===== config.mk =====
export PLATFORM = sky130hd
export DESIGN_NAME = digit_blink_controller_flat
export DESIGN_NICKNAME = d
export VERILOG_FILES = /design/src/hw/rtl/dbc_pkg.sv /design/src/hw/rtl/dbc_if.sv /design/src/hw/rtl/dbc_step.sv /design/src/hw/rtl/digit_blink_controller.sv /design/src/flat_wrapper.sv
export SDC_FILE = /design/constraint.sdc
export NUM_CORES = 1
export LEC_CHECK = 0
export ABC_AREA = 1
export BUFFER_PORTS_ARGS = -buffer_cell sky130_fd_sc_hd__buf_2
export CAP_MARGIN = 5
export CORE_MARGIN = 3
export CORE_UTILIZATION = 54
export DETAILED_ROUTE_END_ITERATION = 6
export PLACE_DENSITY = 0.76
export SLEW_MARGIN = 5
export SYNTH_ARGS = -nofsm -noshare
export SYNTH_HDL_FRONTEND = slang
export SYNTH_SLANG_ARGS = --single-unit

===== constraint.sdc =====
create_clock -name clk -period 4.6 [get_ports clk]
set_input_delay 0.23 -clock clk [delete_from_list [all_inputs] [get_ports clk]]
set_output_delay 0.23 -clock clk [all_outputs]
set_load 0.02 [all_outputs]

===== src/hw/rtl/dbc_pkg.sv =====
// Shared types and constants of the digit blink controller.
// No dependencies. Used by the channel interfaces, dbc_step and digit_blink_controller.
package dbc_pkg;

	localparam int TIME_BITS   = 16;
	localparam int DIGIT_COUNT = 4;
	localparam int DIGIT_W     = 8;
	localparam int CFG_TIME_W  = 16;
	localparam int MASK_W      = 4;
	localparam int COUNT_W     = 8;
	localparam int OP_W        = 3;
	localparam int CFG_IDX_W   = 8;
	localparam int CFG_DATA_W  = 16;
	// Compare width wide enough for both the phase timer and a time register.
	localparam int CMP_W = (TIME_BITS > CFG_TIME_W) ? TIME_BITS : CFG_TIME_W;

	localparam logic [CFG_TIME_W-1:0] OFF_TIME_RST    = CFG_TIME_W'(500);
	localparam logic [CFG_TIME_W-1:0] ON_TIME_RST     = CFG_TIME_W'(500);
	localparam logic [MASK_W-1:0]     BLINK_MASK_RST  = MASK_W'(15);
	localparam logic [COUNT_W-1:0]    BLINK_COUNT_RST = COUNT_W'(0);

	typedef enum logic [OP_W-1:0] {
		OP_TICK        = 3'd0,
		OP_START_CONT  = 3'd1,
		OP_START_COUNT = 3'd2,
		OP_STOP        = 3'd3,
		OP_LOAD        = 3'd4
	} op_t;

	typedef enum logic [CFG_IDX_W-1:0] {
		REG_OFF_TIME    = 8'd0,
		REG_ON_TIME     = 8'd1,
		REG_BLINK_MASK  = 8'd2,
		REG_BLINK_COUNT = 8'd3
	} reg_idx_t;

	typedef logic [DIGIT_COUNT-1:0][DIGIT_W-1:0] digits_t;

	typedef struct packed {
		logic [CFG_TIME_W-1:0] off_time;
		logic [CFG_TIME_W-1:0] on_time;
		logic [MASK_W-1:0]     blink_mask;
		logic [COUNT_W-1:0]    blink_count;
	} cfg_t;

	typedef struct packed {
		digits_t              kept;
		digits_t              shown;
		logic [TIME_BITS-1:0] phase_timer;
		logic                 off_phase;
		logic                 repeating;
		logic                 count_armed;
		logic [COUNT_W-1:0]   blinks_done;
	} state_t;

endpackage


===== src/hw/rtl/dbc_if.sv =====
// Valid/ready channel interfaces of the digit blink controller.
// Depends on dbc_pkg for field widths.
interface dbc_item_if;
	logic                            valid;
	logic                            ready;
	logic [dbc_pkg::OP_W-1:0]        op;
	logic [dbc_pkg::DIGIT_W-1:0]     load_digit0;
	logic [dbc_pkg::DIGIT_W-1:0]     load_digit1;
	logic [dbc_pkg::DIGIT_W-1:0]     load_digit2;
	logic [dbc_pkg::DIGIT_W-1:0]     load_digit3;

	modport source (output valid, op, load_digit0, load_digit1, load_digit2, load_digit3,
		input ready);
	modport sink (input valid, op, load_digit0, load_digit1, load_digit2, load_digit3,
		output ready);
endinterface

interface dbc_result_if;
	logic                            valid;
	logic                            ready;
	logic [dbc_pkg::DIGIT_W-1:0]     show_digit0;
	logic [dbc_pkg::DIGIT_W-1:0]     show_digit1;
	logic [dbc_pkg::DIGIT_W-1:0]     show_digit2;
	logic [dbc_pkg::DIGIT_W-1:0]     show_digit3;
	logic                            in_off_phase;
	logic                            run_done;

	modport source (output valid, show_digit0, show_digit1, show_digit2, show_digit3,
		in_off_phase, run_done, input ready);
	modport sink (input valid, show_digit0, show_digit1, show_digit2, show_digit3,
		in_off_phase, run_done, output ready);
endinterface

interface dbc_cfg_if;
	logic                            valid;
	logic                            ready;
	logic [dbc_pkg::CFG_IDX_W-1:0]   index;
	logic [dbc_pkg::CFG_DATA_W-1:0]  data;

	modport source (output valid, index, data, input ready);
	modport sink (input valid, index, data, output ready);
endinterface


===== src/hw/rtl/dbc_step.sv =====
// Next-state and result logic for one item of the digit blink controller.
// Depends on dbc_pkg.
module dbc_step (
	input  dbc_pkg::state_t                   cur,
	input  dbc_pkg::cfg_t                     cfg,
	input  logic [dbc_pkg::OP_W-1:0]          op,
	input  dbc_pkg::digits_t                  load_digits,
	output dbc_pkg::state_t                   nxt,
	output logic                              done
);

	function automatic dbc_pkg::digits_t masked(input dbc_pkg::digits_t kept,
		input logic [dbc_pkg::MASK_W-1:0] mask);
		dbc_pkg::digits_t r;
		for (int i = 0; i < dbc_pkg::DIGIT_COUNT; i++) begin
			// Mask bit 3 belongs to digit 0.
			r[i] = mask[dbc_pkg::DIGIT_COUNT-1-i] ? '0 : kept[i];
		end
		return r;
	endfunction

	logic [dbc_pkg::TIME_BITS-1:0] timer_inc;
	logic                          off_done;
	logic                          on_done;
	logic                          after_off;
	logic [dbc_pkg::TIME_BITS-1:0] timer_a;
	logic [dbc_pkg::COUNT_W-1:0]   blinks_a;

	always_comb begin
		timer_inc = (cur.phase_timer != '1) ? cur.phase_timer + 1'b1 : cur.phase_timer;
		off_done  = cur.off_phase &&
			(dbc_pkg::CMP_W'(timer_inc) >= dbc_pkg::CMP_W'(cfg.off_time));
		after_off = cur.off_phase && !off_done;
		timer_a   = off_done ? '0 : timer_inc;
		blinks_a  = (off_done && cur.blinks_done != '1) ? cur.blinks_done + 1'b1
			: cur.blinks_done;
		on_done   = cur.repeating && !after_off &&
			(dbc_pkg::CMP_W'(timer_a) >= dbc_pkg::CMP_W'(cfg.on_time));
	end

	always_comb begin
		nxt  = cur;
		done = 1'b0;
		case (op)
			dbc_pkg::OP_TICK: begin
				nxt.phase_timer = timer_a;
				nxt.blinks_done = blinks_a;
				nxt.off_phase   = after_off;
				if (off_done) begin
					nxt.shown = cur.kept;
				end
				if (on_done) begin
					nxt.off_phase   = 1'b1;
					nxt.phase_timer = '0;
					nxt.shown       = masked(cur.kept, cfg.blink_mask);
				end
				if (cur.count_armed && cfg.blink_count != '0 &&
					blinks_a == cfg.blink_count) begin
					nxt.repeating   = 1'b0;
					nxt.count_armed = 1'b0;
					done            = 1'b1;
				end
			end
			dbc_pkg::OP_START_CONT, dbc_pkg::OP_START_COUNT: begin
				if (op == dbc_pkg::OP_START_COUNT) begin
					nxt.blinks_done = '0;
					nxt.count_armed = 1'b1;
				end
				nxt.repeating = 1'b1;
				if (!cur.off_phase) begin
					nxt.off_phase   = 1'b1;
					nxt.phase_timer = '0;
					nxt.shown       = masked(cur.kept, cfg.blink_mask);
				end
			end
			dbc_pkg::OP_STOP: begin
				nxt.repeating = 1'b0;
			end
			dbc_pkg::OP_LOAD: begin
				nxt.kept  = load_digits;
				nxt.shown = load_digits;
			end
			default: begin
			end
		endcase
	end

endmodule


===== src/hw/rtl/digit_blink_controller.sv =====
// Top level of the digit blink controller: channel handshakes, state and result registers.
// Depends on dbc_pkg, the channel interfaces in dbc_if.sv and dbc_step.
//
// The controller holds four segment patterns and drives them to a four-digit
// display, blanking the digits chosen by blink_mask during each off phase.
// Time moves only on tick items, one per millisecond; every item, tick or
// command, returns exactly one result with the patterns now shown, the off
// phase flag and a run_done pulse on the tick that completes a counted run.
// An item passes from transfer into the input register and then through the
// step logic into the result register. A new item can be transferred every
// cycle, because the step logic is a single short pass of increments and
// compares that updates the state registers in the same cycle that the result
// is written; the item port stalls only while the result register is full
// and its sink is not taking it. Configuration writes (index 0 off_time,
// 1 on_time, 2 blink_mask, 3 blink_count; other indexes are ignored) are
// always taken and act at the next compare or blink start, and are meant to
// be written only while no item is in flight.
module digit_blink_controller (
	input  logic                 clk,
	input  logic                 arst_n,
	dbc_item_if.sink             item,
	dbc_result_if.source         result,
	dbc_cfg_if.sink              cfg
);

	// Input register.
	logic                            valid_s1;
	logic [dbc_pkg::OP_W-1:0]        op_s1;
	dbc_pkg::digits_t                digits_s1;

	// Block state and configuration.
	dbc_pkg::state_t                 state_q;
	dbc_pkg::state_t                 state_nxt;
	dbc_pkg::cfg_t                   cfg_q;
	logic                            done_nxt;

	// Result register.
	logic                            res_valid_q;
	dbc_pkg::digits_t                res_digits_q;
	logic                            res_off_q;
	logic                            res_done_q;

	logic                            advance;

	// The staged item moves on when the result register is free or being emptied.
	assign advance    = valid_s1 && (!res_valid_q || result.ready);
	assign item.ready = !valid_s1 || advance;
	assign cfg.ready  = 1'b1;

	always_ff @(posedge clk or negedge arst_n) begin
		if (!arst_n) begin
			valid_s1 <= 1'b0;
		end else if (item.ready) begin
			valid_s1 <= item.valid;
		end
	end

	always_ff @(posedge clk) begin
		if (item.valid && item.ready) begin
			op_s1        <= item.op;
			digits_s1[0] <= item.load_digit0;
			digits_s1[1] <= item.load_digit1;
			digits_s1[2] <= item.load_digit2;
			digits_s1[3] <= item.load_digit3;
		end
	end

	always_ff @(posedge clk or negedge arst_n) begin
		if (!arst_n) begin
			cfg_q.off_time    <= dbc_pkg::OFF_TIME_RST;
			cfg_q.on_time     <= dbc_pkg::ON_TIME_RST;
			cfg_q.blink_mask  <= dbc_pkg::BLINK_MASK_RST;
			cfg_q.blink_count <= dbc_pkg::BLINK_COUNT_RST;
		end else if (cfg.valid) begin
			case (cfg.index)
				dbc_pkg::REG_OFF_TIME:    cfg_q.off_time <= cfg.data;
				dbc_pkg::REG_ON_TIME:     cfg_q.on_time <= cfg.data;
				dbc_pkg::REG_BLINK_MASK:  cfg_q.blink_mask <= cfg.data[dbc_pkg::MASK_W-1:0];
				dbc_pkg::REG_BLINK_COUNT: cfg_q.blink_count <= cfg.data[dbc_pkg::COUNT_W-1:0];
				default: begin
				end
			endcase
		end
	end

	dbc_step u_step (
		.cur         (state_q),
		.cfg         (cfg_q),
		.op          (op_s1),
		.load_digits (digits_s1),
		.nxt         (state_nxt),
		.done        (done_nxt)
	);

	always_ff @(posedge clk or negedge arst_n) begin
		if (!arst_n) begin
			state_q <= '0;
		end else if (advance) begin
			state_q <= state_nxt;
		end
	end

	always_ff @(posedge clk or negedge arst_n) begin
		if (!arst_n) begin
			res_valid_q <= 1'b0;
		end else if (advance) begin
			res_valid_q <= 1'b1;
		end else if (result.ready) begin
			res_valid_q <= 1'b0;
		end
	end

	always_ff @(posedge clk) begin
		if (advance) begin
			res_digits_q <= state_nxt.shown;
			res_off_q    <= state_nxt.off_phase;
			res_done_q   <= done_nxt;
		end
	end

	assign result.valid        = res_valid_q;
	assign result.show_digit0  = res_digits_q[0];
	assign result.show_digit1  = res_digits_q[1];
	assign result.show_digit2  = res_digits_q[2];
	assign result.show_digit3  = res_digits_q[3];
	assign result.in_off_phase = res_off_q;
	assign result.run_done     = res_done_q;

endmodule


===== src/flat_wrapper.sv =====
// flat-port wrapper written by rule: the top's interface ports become plain ports
module digit_blink_controller_flat 
  (clk, arst_n, item_valid, item_op, item_load_digit0, item_load_digit1, item_load_digit2, item_load_digit3, item_ready, result_valid, result_show_digit0, result_show_digit1, result_show_digit2, result_show_digit3, result_in_off_phase, result_run_done, result_ready, cfg_valid, cfg_index, cfg_data, cfg_ready);
  dbc_item_if item_i ();
  dbc_result_if result_i ();
  dbc_cfg_if cfg_i ();
  input  logic clk;
  input  logic arst_n;
  input wire logic [$bits(item_i.valid)-1:0] item_valid;
  input wire logic [$bits(item_i.op)-1:0] item_op;
  input wire logic [$bits(item_i.load_digit0)-1:0] item_load_digit0;
  input wire logic [$bits(item_i.load_digit1)-1:0] item_load_digit1;
  input wire logic [$bits(item_i.load_digit2)-1:0] item_load_digit2;
  input wire logic [$bits(item_i.load_digit3)-1:0] item_load_digit3;
  output wire logic [$bits(item_i.ready)-1:0] item_ready;
  output wire logic [$bits(result_i.valid)-1:0] result_valid;
  output wire logic [$bits(result_i.show_digit0)-1:0] result_show_digit0;
  output wire logic [$bits(result_i.show_digit1)-1:0] result_show_digit1;
  output wire logic [$bits(result_i.show_digit2)-1:0] result_show_digit2;
  output wire logic [$bits(result_i.show_digit3)-1:0] result_show_digit3;
  output wire logic [$bits(result_i.in_off_phase)-1:0] result_in_off_phase;
  output wire logic [$bits(result_i.run_done)-1:0] result_run_done;
  input wire logic [$bits(result_i.ready)-1:0] result_ready;
  input wire logic [$bits(cfg_i.valid)-1:0] cfg_valid;
  input wire logic [$bits(cfg_i.index)-1:0] cfg_index;
  input wire logic [$bits(cfg_i.data)-1:0] cfg_data;
  output wire logic [$bits(cfg_i.ready)-1:0] cfg_ready;
  assign item_i.valid = item_valid;
  assign item_i.op = item_op;
  assign item_i.load_digit0 = item_load_digit0;
  assign item_i.load_digit1 = item_load_digit1;
  assign item_i.load_digit2 = item_load_digit2;
  assign item_i.load_digit3 = item_load_digit3;
  assign item_ready = item_i.ready;
  assign result_valid = result_i.valid;
  assign result_show_digit0 = result_i.show_digit0;
  assign result_show_digit1 = result_i.show_digit1;
  assign result_show_digit2 = result_i.show_digit2;
  assign result_show_digit3 = result_i.show_digit3;
  assign result_in_off_phase = result_i.in_off_phase;
  assign result_run_done = result_i.run_done;
  assign result_i.ready = result_ready;
  assign cfg_i.valid = cfg_valid;
  assign cfg_i.index = cfg_index;
  assign cfg_i.data = cfg_data;
  assign cfg_ready = cfg_i.ready;
  digit_blink_controller u_core (.clk(clk), .arst_n(arst_n), .item(item_i), .result(result_i), .cfg(cfg_i));
endmodule

==> results of run 1 <==
-- placed cells by master (no fill, tap or decap), drive strengths merged, types with 2 or more instances in the layout --
cell | Yosys | layout
dfrtp | 121 | 121
edfxtp | 69 | 69
xor2 | 12 | 12
nor2 | 37 | 37
nand4 | 17 | 17
o21ai | 150 | 150
dfstp | 16 | 16
nand3 | 95 | 95
nand2 | 340 | 340
bufinv | 0 | 2
mux2 | 32 | 32
dlygate4sd3 | 0 | 41
nor4 | 2 | 2
clkbuf | 35 | 40
ha | 34 | 34
inv | 164 | 162
buf | 23 | 187
a21oi | 89 | 89
clkinv | 0 | 5
o22ai | 20 | 20
a31oi | 2 | 2
nor3 | 14 | 14
-- cell families (layout without fill, tap and decap cells) --
kind of cell,after synthesis,count (layout),share of synthesized area [%]
simple gates,508,508,20.1
mux,32,32,3.32
fa+ha+maj,34,34,3.92
buf+inv,222,437,7.97
flops,206,206,50.8
xor+xnor,12,12,1.04
other cells,1,1,0.0345
compound gates,268,268,12.8
-- report_power, final --
group	leakage, nW	total [W]	internal, W	switching (W)
clock	0.374	0.00185	0.00113	0.000715
combinational	3.77	0.00618	0.00252	0.00367
sequential	2.40	0.00280	0.00246	0.000339
-- per-stage QoR --
step                total power [W]  TNS (ns)  hold slack (ns)  utilization [%]
finish                       0.0108     -7.51          0.00319             72.5
global route                 0.0115    -31.26           0.0284             72.5
CTS                         0.00988     -3.20          0.00160             69.6
detailed placement          0.00736    -25.02            0.409             61.3
global placement            0.00722    -12.84            0.402             61.3
floorplan                   0.00599         0          -0.0656                -
-- synth_stat cells, types with 2 or more instances --
| cell | count |
|---|---|
| nand2_1 | 334 |
| inv_1 | 162 |
| o21ai_0 | 127 |
| dfrtp_1 | 121 |
| nand3_1 | 92 |
| a21oi_1 | 89 |
| edfxtp_1 | 69 |
| ha_1 | 34 |
| clkbuf_1 | 33 |
| nor2_1 | 33 |
| mux2_2 | 32 |
| o21ai_1 | 23 |
| o22ai_1 | 20 |
| nand4_1 | 17 |
| dfstp_2 | 16 |
| buf_2 | 12 |
| nor3_1 | 11 |
| xor2_1 | 11 |
| buf_1 | 8 |
| nand2_2 | 5 |
| nor2_2 | 4 |
| nand3_2 | 3 |
| a31oi_1 | 2 |
| buf_4 | 2 |
| clkbuf_2 | 2 |
| inv_2 | 2 |
| nor3_2 | 2 |
-- repair_timing --
action | CTS | global route
pin swaps | 17 | 55
hold buffers | 41 | 0
gates cloned | 3 | 4
hold endpoints to repair | 126 | 0
setup endpoints to repair | 82 | 82
gates resized for setup | 75 | 117
setup buffers | 9 | 8
-- final cells by class --
cell class              count  area (µm²)  share of cell area [%]
well taps                 265         332                    2.33
inverters                 164         629                    4.43
clock buffers              36         686                    4.83
repair buffers            232        1820                    12.8
clock inverters             5        75.1                   0.528
flip-flops and latches    206        5520                    38.9
multi-input cells         855        5140                    36.2
-- worst min path at each step --
stage,slack (ns),to
floorplan,-0.07,u_core.cfg_q[0]
global placement,0.40,u_core.state_q[84]
detailed placement,0.41,u_core.state_q[84]
CTS,0.002,u_core.cfg_q[40]
global route,0.03,u_core.cfg_q[42]
finish,0.003,u_core.cfg_q[40]
-- state kept, by name, summed over array words and instances (netlist names), 3 cells and up --
signal,flops
u_core.state_q,91
u_core.result.show_digit3,8
u_core.result.show_digit2,8
u_core.result.show_digit1,8
u_core.cfg_q,44
u_core.op_s1,3
u_core.result.show_digit0,8
u_core.digits_s1,32
-- worst max-delay path, delay by kind of cell (launching register included) --
kind | cells | cell delay [ns]
and+or+nand+nor | 15 | 1.74
AOI/OAI and AO/OA | 7 | 0.98
adders and majority gates | 3 | 0.69
DFF | 1 | 0.35
buffers and inverters | 7 | 0.89
-- per-layer routing --
metal / share of wire, % / global-route usage [%] / vias to the layer above
li1: - / - / 4672
met2: 49 / 43.7 / 516
met4: 3.0 / 8.41 / 0
met5: 0 / 0 / -
met3: 8.5 / 4.29 / 95
met1: 39 / 35.2 / 4822
==> results.json, run 1 <==
{
  "status": "finished with violations",
  "violations": "negative setup slack",
  "leakage_nw": 6.55,
  "synth_area_per_cell_um2": 8.46,
  "crit_end": "u_core.state_q[27]",
  "dpl.hpwl_um": 17600,
  "synthFlopType": "dfrtp_1",
  "seq_area_frac_synth_pct": 50.8,
  "placed_cell_area_um2": 12000,
  "die_area_um2": 21800,
  "drt_wl_total_um": 31000,
  "io_pins": 101,
  "synth_nets": 1381,
  "vias": 10105,
  "slowest_stage": "dfrtp_1",
  "drc": 0,
  "insertion_delay_ns": 0.50,
  "die_h_um": 148,
  "grt-ovfl-total": 0,
  "wl_per_cell_um": 17.6,
  "ys_ff_latch": 206,
  "slowest_delay_ns": 0.35,
  "critPathLaunchType": "register",
  "synth_edf_count": 69,
  "grt_pass1_vias": 9592,
  "clock-sinks": 206,
  "ir_worst_vdd_mv": 0.499,
  "synthesis.area_um2": 10900,
  "start_util_pct": 55.4,
  "vias_per_cell": 5.73,
  "reg2reg_slack_ns": -0.25,
  "yosysTopAreaCell": "dfrtp_1",
  "fillers": 1342,
  "pre_cts_ws_ns": -0.427,
  "fin_area_um2": 14200,
  "numCtsBuffers": 23,
  "path_class": "reg -> reg",
  "postSynth.asyncResetShare_pct": 66.5,
  "rows": 51,
  "hold_start": "cfg_data[12]",
  "grt_pass1_wl_um": 47000,
  "antenna_found_initial": 0,
  "synth_area_leaders": "dfrtp_1 28%, edfxtp_1 19%, nand2_1 12%, o21ai_0 5.9%, inv_1 5.6%",
  "slew_violations": 0,
  "syn_inst": 1283,
  "fin_ws_ns": -0.249,
  "max_freq_mhz": 206,
  "netlist.area_leader.share_pct": 27.9,
  "num-nets-final": 1580,
  "cts-root-buf": "clkbuf_16",
  "reg2reg_depth": 32,
  "skew_ns": 0.00941,
  "hold_violations": 0,
  "layout-drive-gt1-share_pct": 29.1,
  "htree_levels": 1,
  "gr-usage-all-layers_pct": 26.1,
  "rsz0062_at_grt": "true",
  "grt_max_degree": 102,
  "setup_violations": 80,
  "rr_startpoint": "u_core.state_q[12]",
  "gp_congestion": 0.892,
  "crit_arrival_ns": 5.19,
  "clk_pin_slew_ns": 0.06,
  "end_kind": "register",
  "drtPass1Iterations": 6,
  "place_inst": 1658,
  "cts_tree": "done",
  "die_w_um": 148,
  "hp-class": "in -> reg",
  "holdPathStages": 3,
  "fin_cells": 1763,
  "crit_required_ns": 4.94,
  "portBuffers": 99,
  "worst_slew_pin_slew_ns": 1.13,
  "clockBufferDepth": 3,
  "insertedDiodeCount": 0,
  "ant_nets": 0,
  "first_iter_violations": 1020,
  "relSlewSlack_pct": 24.8,
  "worstSetupStartpoint": "u_core.state_q[12]",
  "yosys_warnings": 0,
  "syn2layout_area_growth_pct": 30.8,
  "pwr_density_cell_nw_per_um2": 763,
  "synth_cell_types": 44,
  "coreArea_um2": 19600,
  "period_share_pct": 105,
  "period_needed_ns": 4.85,
  "crit_fanout": 6,
  "cp_common_cell": "nand2_1",
  "cap_viol_max_count": 0,
  "r2r_end": "u_core.state_q[27]"
}
(Power assumes the default switching activity.)
==> run 2, diff against run 1 <==
Settings changed: CORE_UTILIZATION 54 to 60, PLACE_DENSITY 0.76 to 0.8.
Clock period 4.6 ns to 4.5 ns, I/O delays scaled along.
==> run 2 against run 1 <==
The flow finishes with violations (negative hold slack, negative setup slack). Clock skew grew 0.010 ns. Clock power shrank 4%. Hold slack lost 0.017 ns. Sequential share of layout area grew 0.68 points.
==> results.json, run 2 (synthesis gave the netlist of run 1 again) <==
{
  "status": "finished with violations",
  "violations": "negative hold slack, negative setup slack",
  "clk_pin_slew_ns": 0.06,
  "start_util_pct": 62.1,
  "grt-ovfl-total": 0,
  "hp-class": "in -> reg",
  "skew_ns": 0.0194,
  "die_w_um": 141,
  "first_iter_violations": 1237,
  "dpl.hpwl_um": 17500,
  "clock-sinks": 206,
  "cp_common_cell": "nand2_1",
  "crit_arrival_ns": 5.58,
  "pwr_density_cell_nw_per_um2": 778,
  "layout-drive-gt1-share_pct": 26.4,
  "largest-register": "u_core.state_q",
  "grt_pass1_wl_um": 48100,
  "syn2layout_area_growth_pct": 28.6,
  "io_pins": 101,
  "end_kind": "register",
  "rr_startpoint": "u_core.state_q[11]",
  "gp_congestion": 0.894,
  "num-nets-final": 1587,
  "antenna_found_initial": 0,
  "slowest_stage": "dfrtp_1",
  "setup_violations": 84,
  "rsz0062_at_grt": "true",
  "vias": 10362,
  "insertion_delay_ns": 0.51,
  "cts-root-buf": "clkbuf_16",
  "drt_wl_total_um": 32400,
  "die_h_um": 141,
  "critPathLaunchType": "register",
  "ant_nets": 0,
  "worst_slew_pin_slew_ns": 1.10,
  "drc": 0,
  "hold_violations": 1,
  "whs_ns": -0.0136,
  "ir_worst_vdd_mv": 0.504,
  "htree_levels": 1,
  "max_freq_mhz": 194,
  "leakage_nw": 6.51,
  "largest_reg_flops": 91,
  "insertedDiodeCount": 0,
  "wl_per_cell_um": 18.7,
  "finalSetupTns_ns": -44.53,
  "hold_start": "cfg_data[10]",
  "worstSetupStartpoint": "u_core.state_q[11]",
  "crit_fanout": 7,
  "portBuffers": 99,
  "drtPass1Iterations": 6,
  "grt_pass1_vias": 9876,
  "reg2reg_depth": 37,
  "vias_per_cell": 5.99,
  "die_area_um2": 19700,
  "fin_ws_ns": -0.651,
  "crit_required_ns": 4.93,
  "cap_viol_max_count": 0,
  "rows": 48,
  "grt_max_degree": 105,
  "numCtsBuffers": 22,
  "relSlewSlack_pct": 26.3,
  "period_share_pct": 114,
  "final_common_cell": "nand2_1",
  "period_needed_ns": 5.15,
  "gr-usage-all-layers_pct": 29.7,
  "slowest_delay_ns": 0.37,
  "top_regs": "u_core.state_q x91, u_core.cfg_q x44, u_core.digits_s1 x32",
  "pre_cts_ws_ns": -0.510,
  "cts_tree": "done",
  "path_class": "reg -> reg",
  "mostFrequentLayoutCells": "307 x nand2_1, 153 x inv_1, 121 x dfrtp_1",
  "slew_violations": 0,
  "clockBufferDepth": 3,
  "coreArea_um2": 17500,
  "holdPathStages": 3
}
-- run 2: changes by cell type in the layout (fill, tap and decap cells not counted), moves of 6 or more --
| cell | delta |
|---|---|
| inv_2 | -10 |
| buf_4 | +11 |
| o22ai_2 | -7 |
| nand3_2 | -11 |
| nand2_1 | +13 |
| o22ai_1 | +7 |
| nand3_1 | +10 |
| inv_1 | +6 |
| nand2_2 | -15 |
-- run 2: worst paths after layout --
path	end	slack (ns)
setup / recovery	u_core.state_q[42]	-0.65
hold / removal	u_core.cfg_q[22]	-0.01
setup reg to reg	u_core.state_q[42]	-0.65
hold reg to reg	u_core.state_q[8]	0.48
max in group asynchronous	u_core.state_q[35]	2.99
min in group asynchronous	u_core.cfg_q[39]	0.42
-- run 2: worst max-delay path: cells and delay by family, from the launching register on --
kind	cells	cell delay, ns
and+or+nand+nor	19	2.41
AOI/OAI and AO/OA	6	0.78
buffers and inverters	8	0.67
adders and majority gates	3	0.65
DFF	1	0.37
xor gates and xnor gates	1	0.18
-- run 2: timing repair --
item	4_1_cts	5_1_grt
hold buffers	45	0
setup buffers	9	14
hold endpoints to repair	134	0
gates cloned	3	1
pin swaps	10	48
resized for setup	55	92
setup endpoints to repair	82	84
-- run 2: area by class of cell --
cell class	instances	area [µm²]
fillers	1038	3520
clock inverters	7	61.3
multi-input cells	856	5030
inverters	164	634
repair buffers	239	1810
well taps	225	282
flip-flops and latches	206	5520
clock buffers	32	629
-- run 2: power by group --
part / switching, W / internal (W) / leakage (nW) / total [W]
registers: 0.000350 / 0.00252 / 2.40 / 0.00287
clock network: 0.000746 / 0.00103 / 0.338 / 0.00177
logic: 0.00375 / 0.00247 / 3.77 / 0.00622
-- run 2: layer usage --
layer,global-route usage (%),vias up,part of all wire (%),wire length (µm)
met4,12.2,0,3.9,1270
met5,0,-,0,0
met2,49.7,640,49,15700
li1,-,4684,-,-
met3,3.65,106,9.3,3030
met1,39.5,4932,38,12400
-- run 2: per-stage QoR --
stage	utilization, %	hold WS (ns)	instance area, µm²	total power, W	std cells
3_5_place_dp	68.6	0.403	12000	0.00757	1619
2_1_floorplan	-	-0.0706	10900	0.00616	1283
4_1_cts	77.2	0.00366	13500	0.00997	1715
6_report	79.9	-0.0136	14000	0.0109	1729
3_3_place_gp	68.6	0.401	12000	0.00739	1619
5_1_grt	79.9	0.0353	14000	0.0115	1729
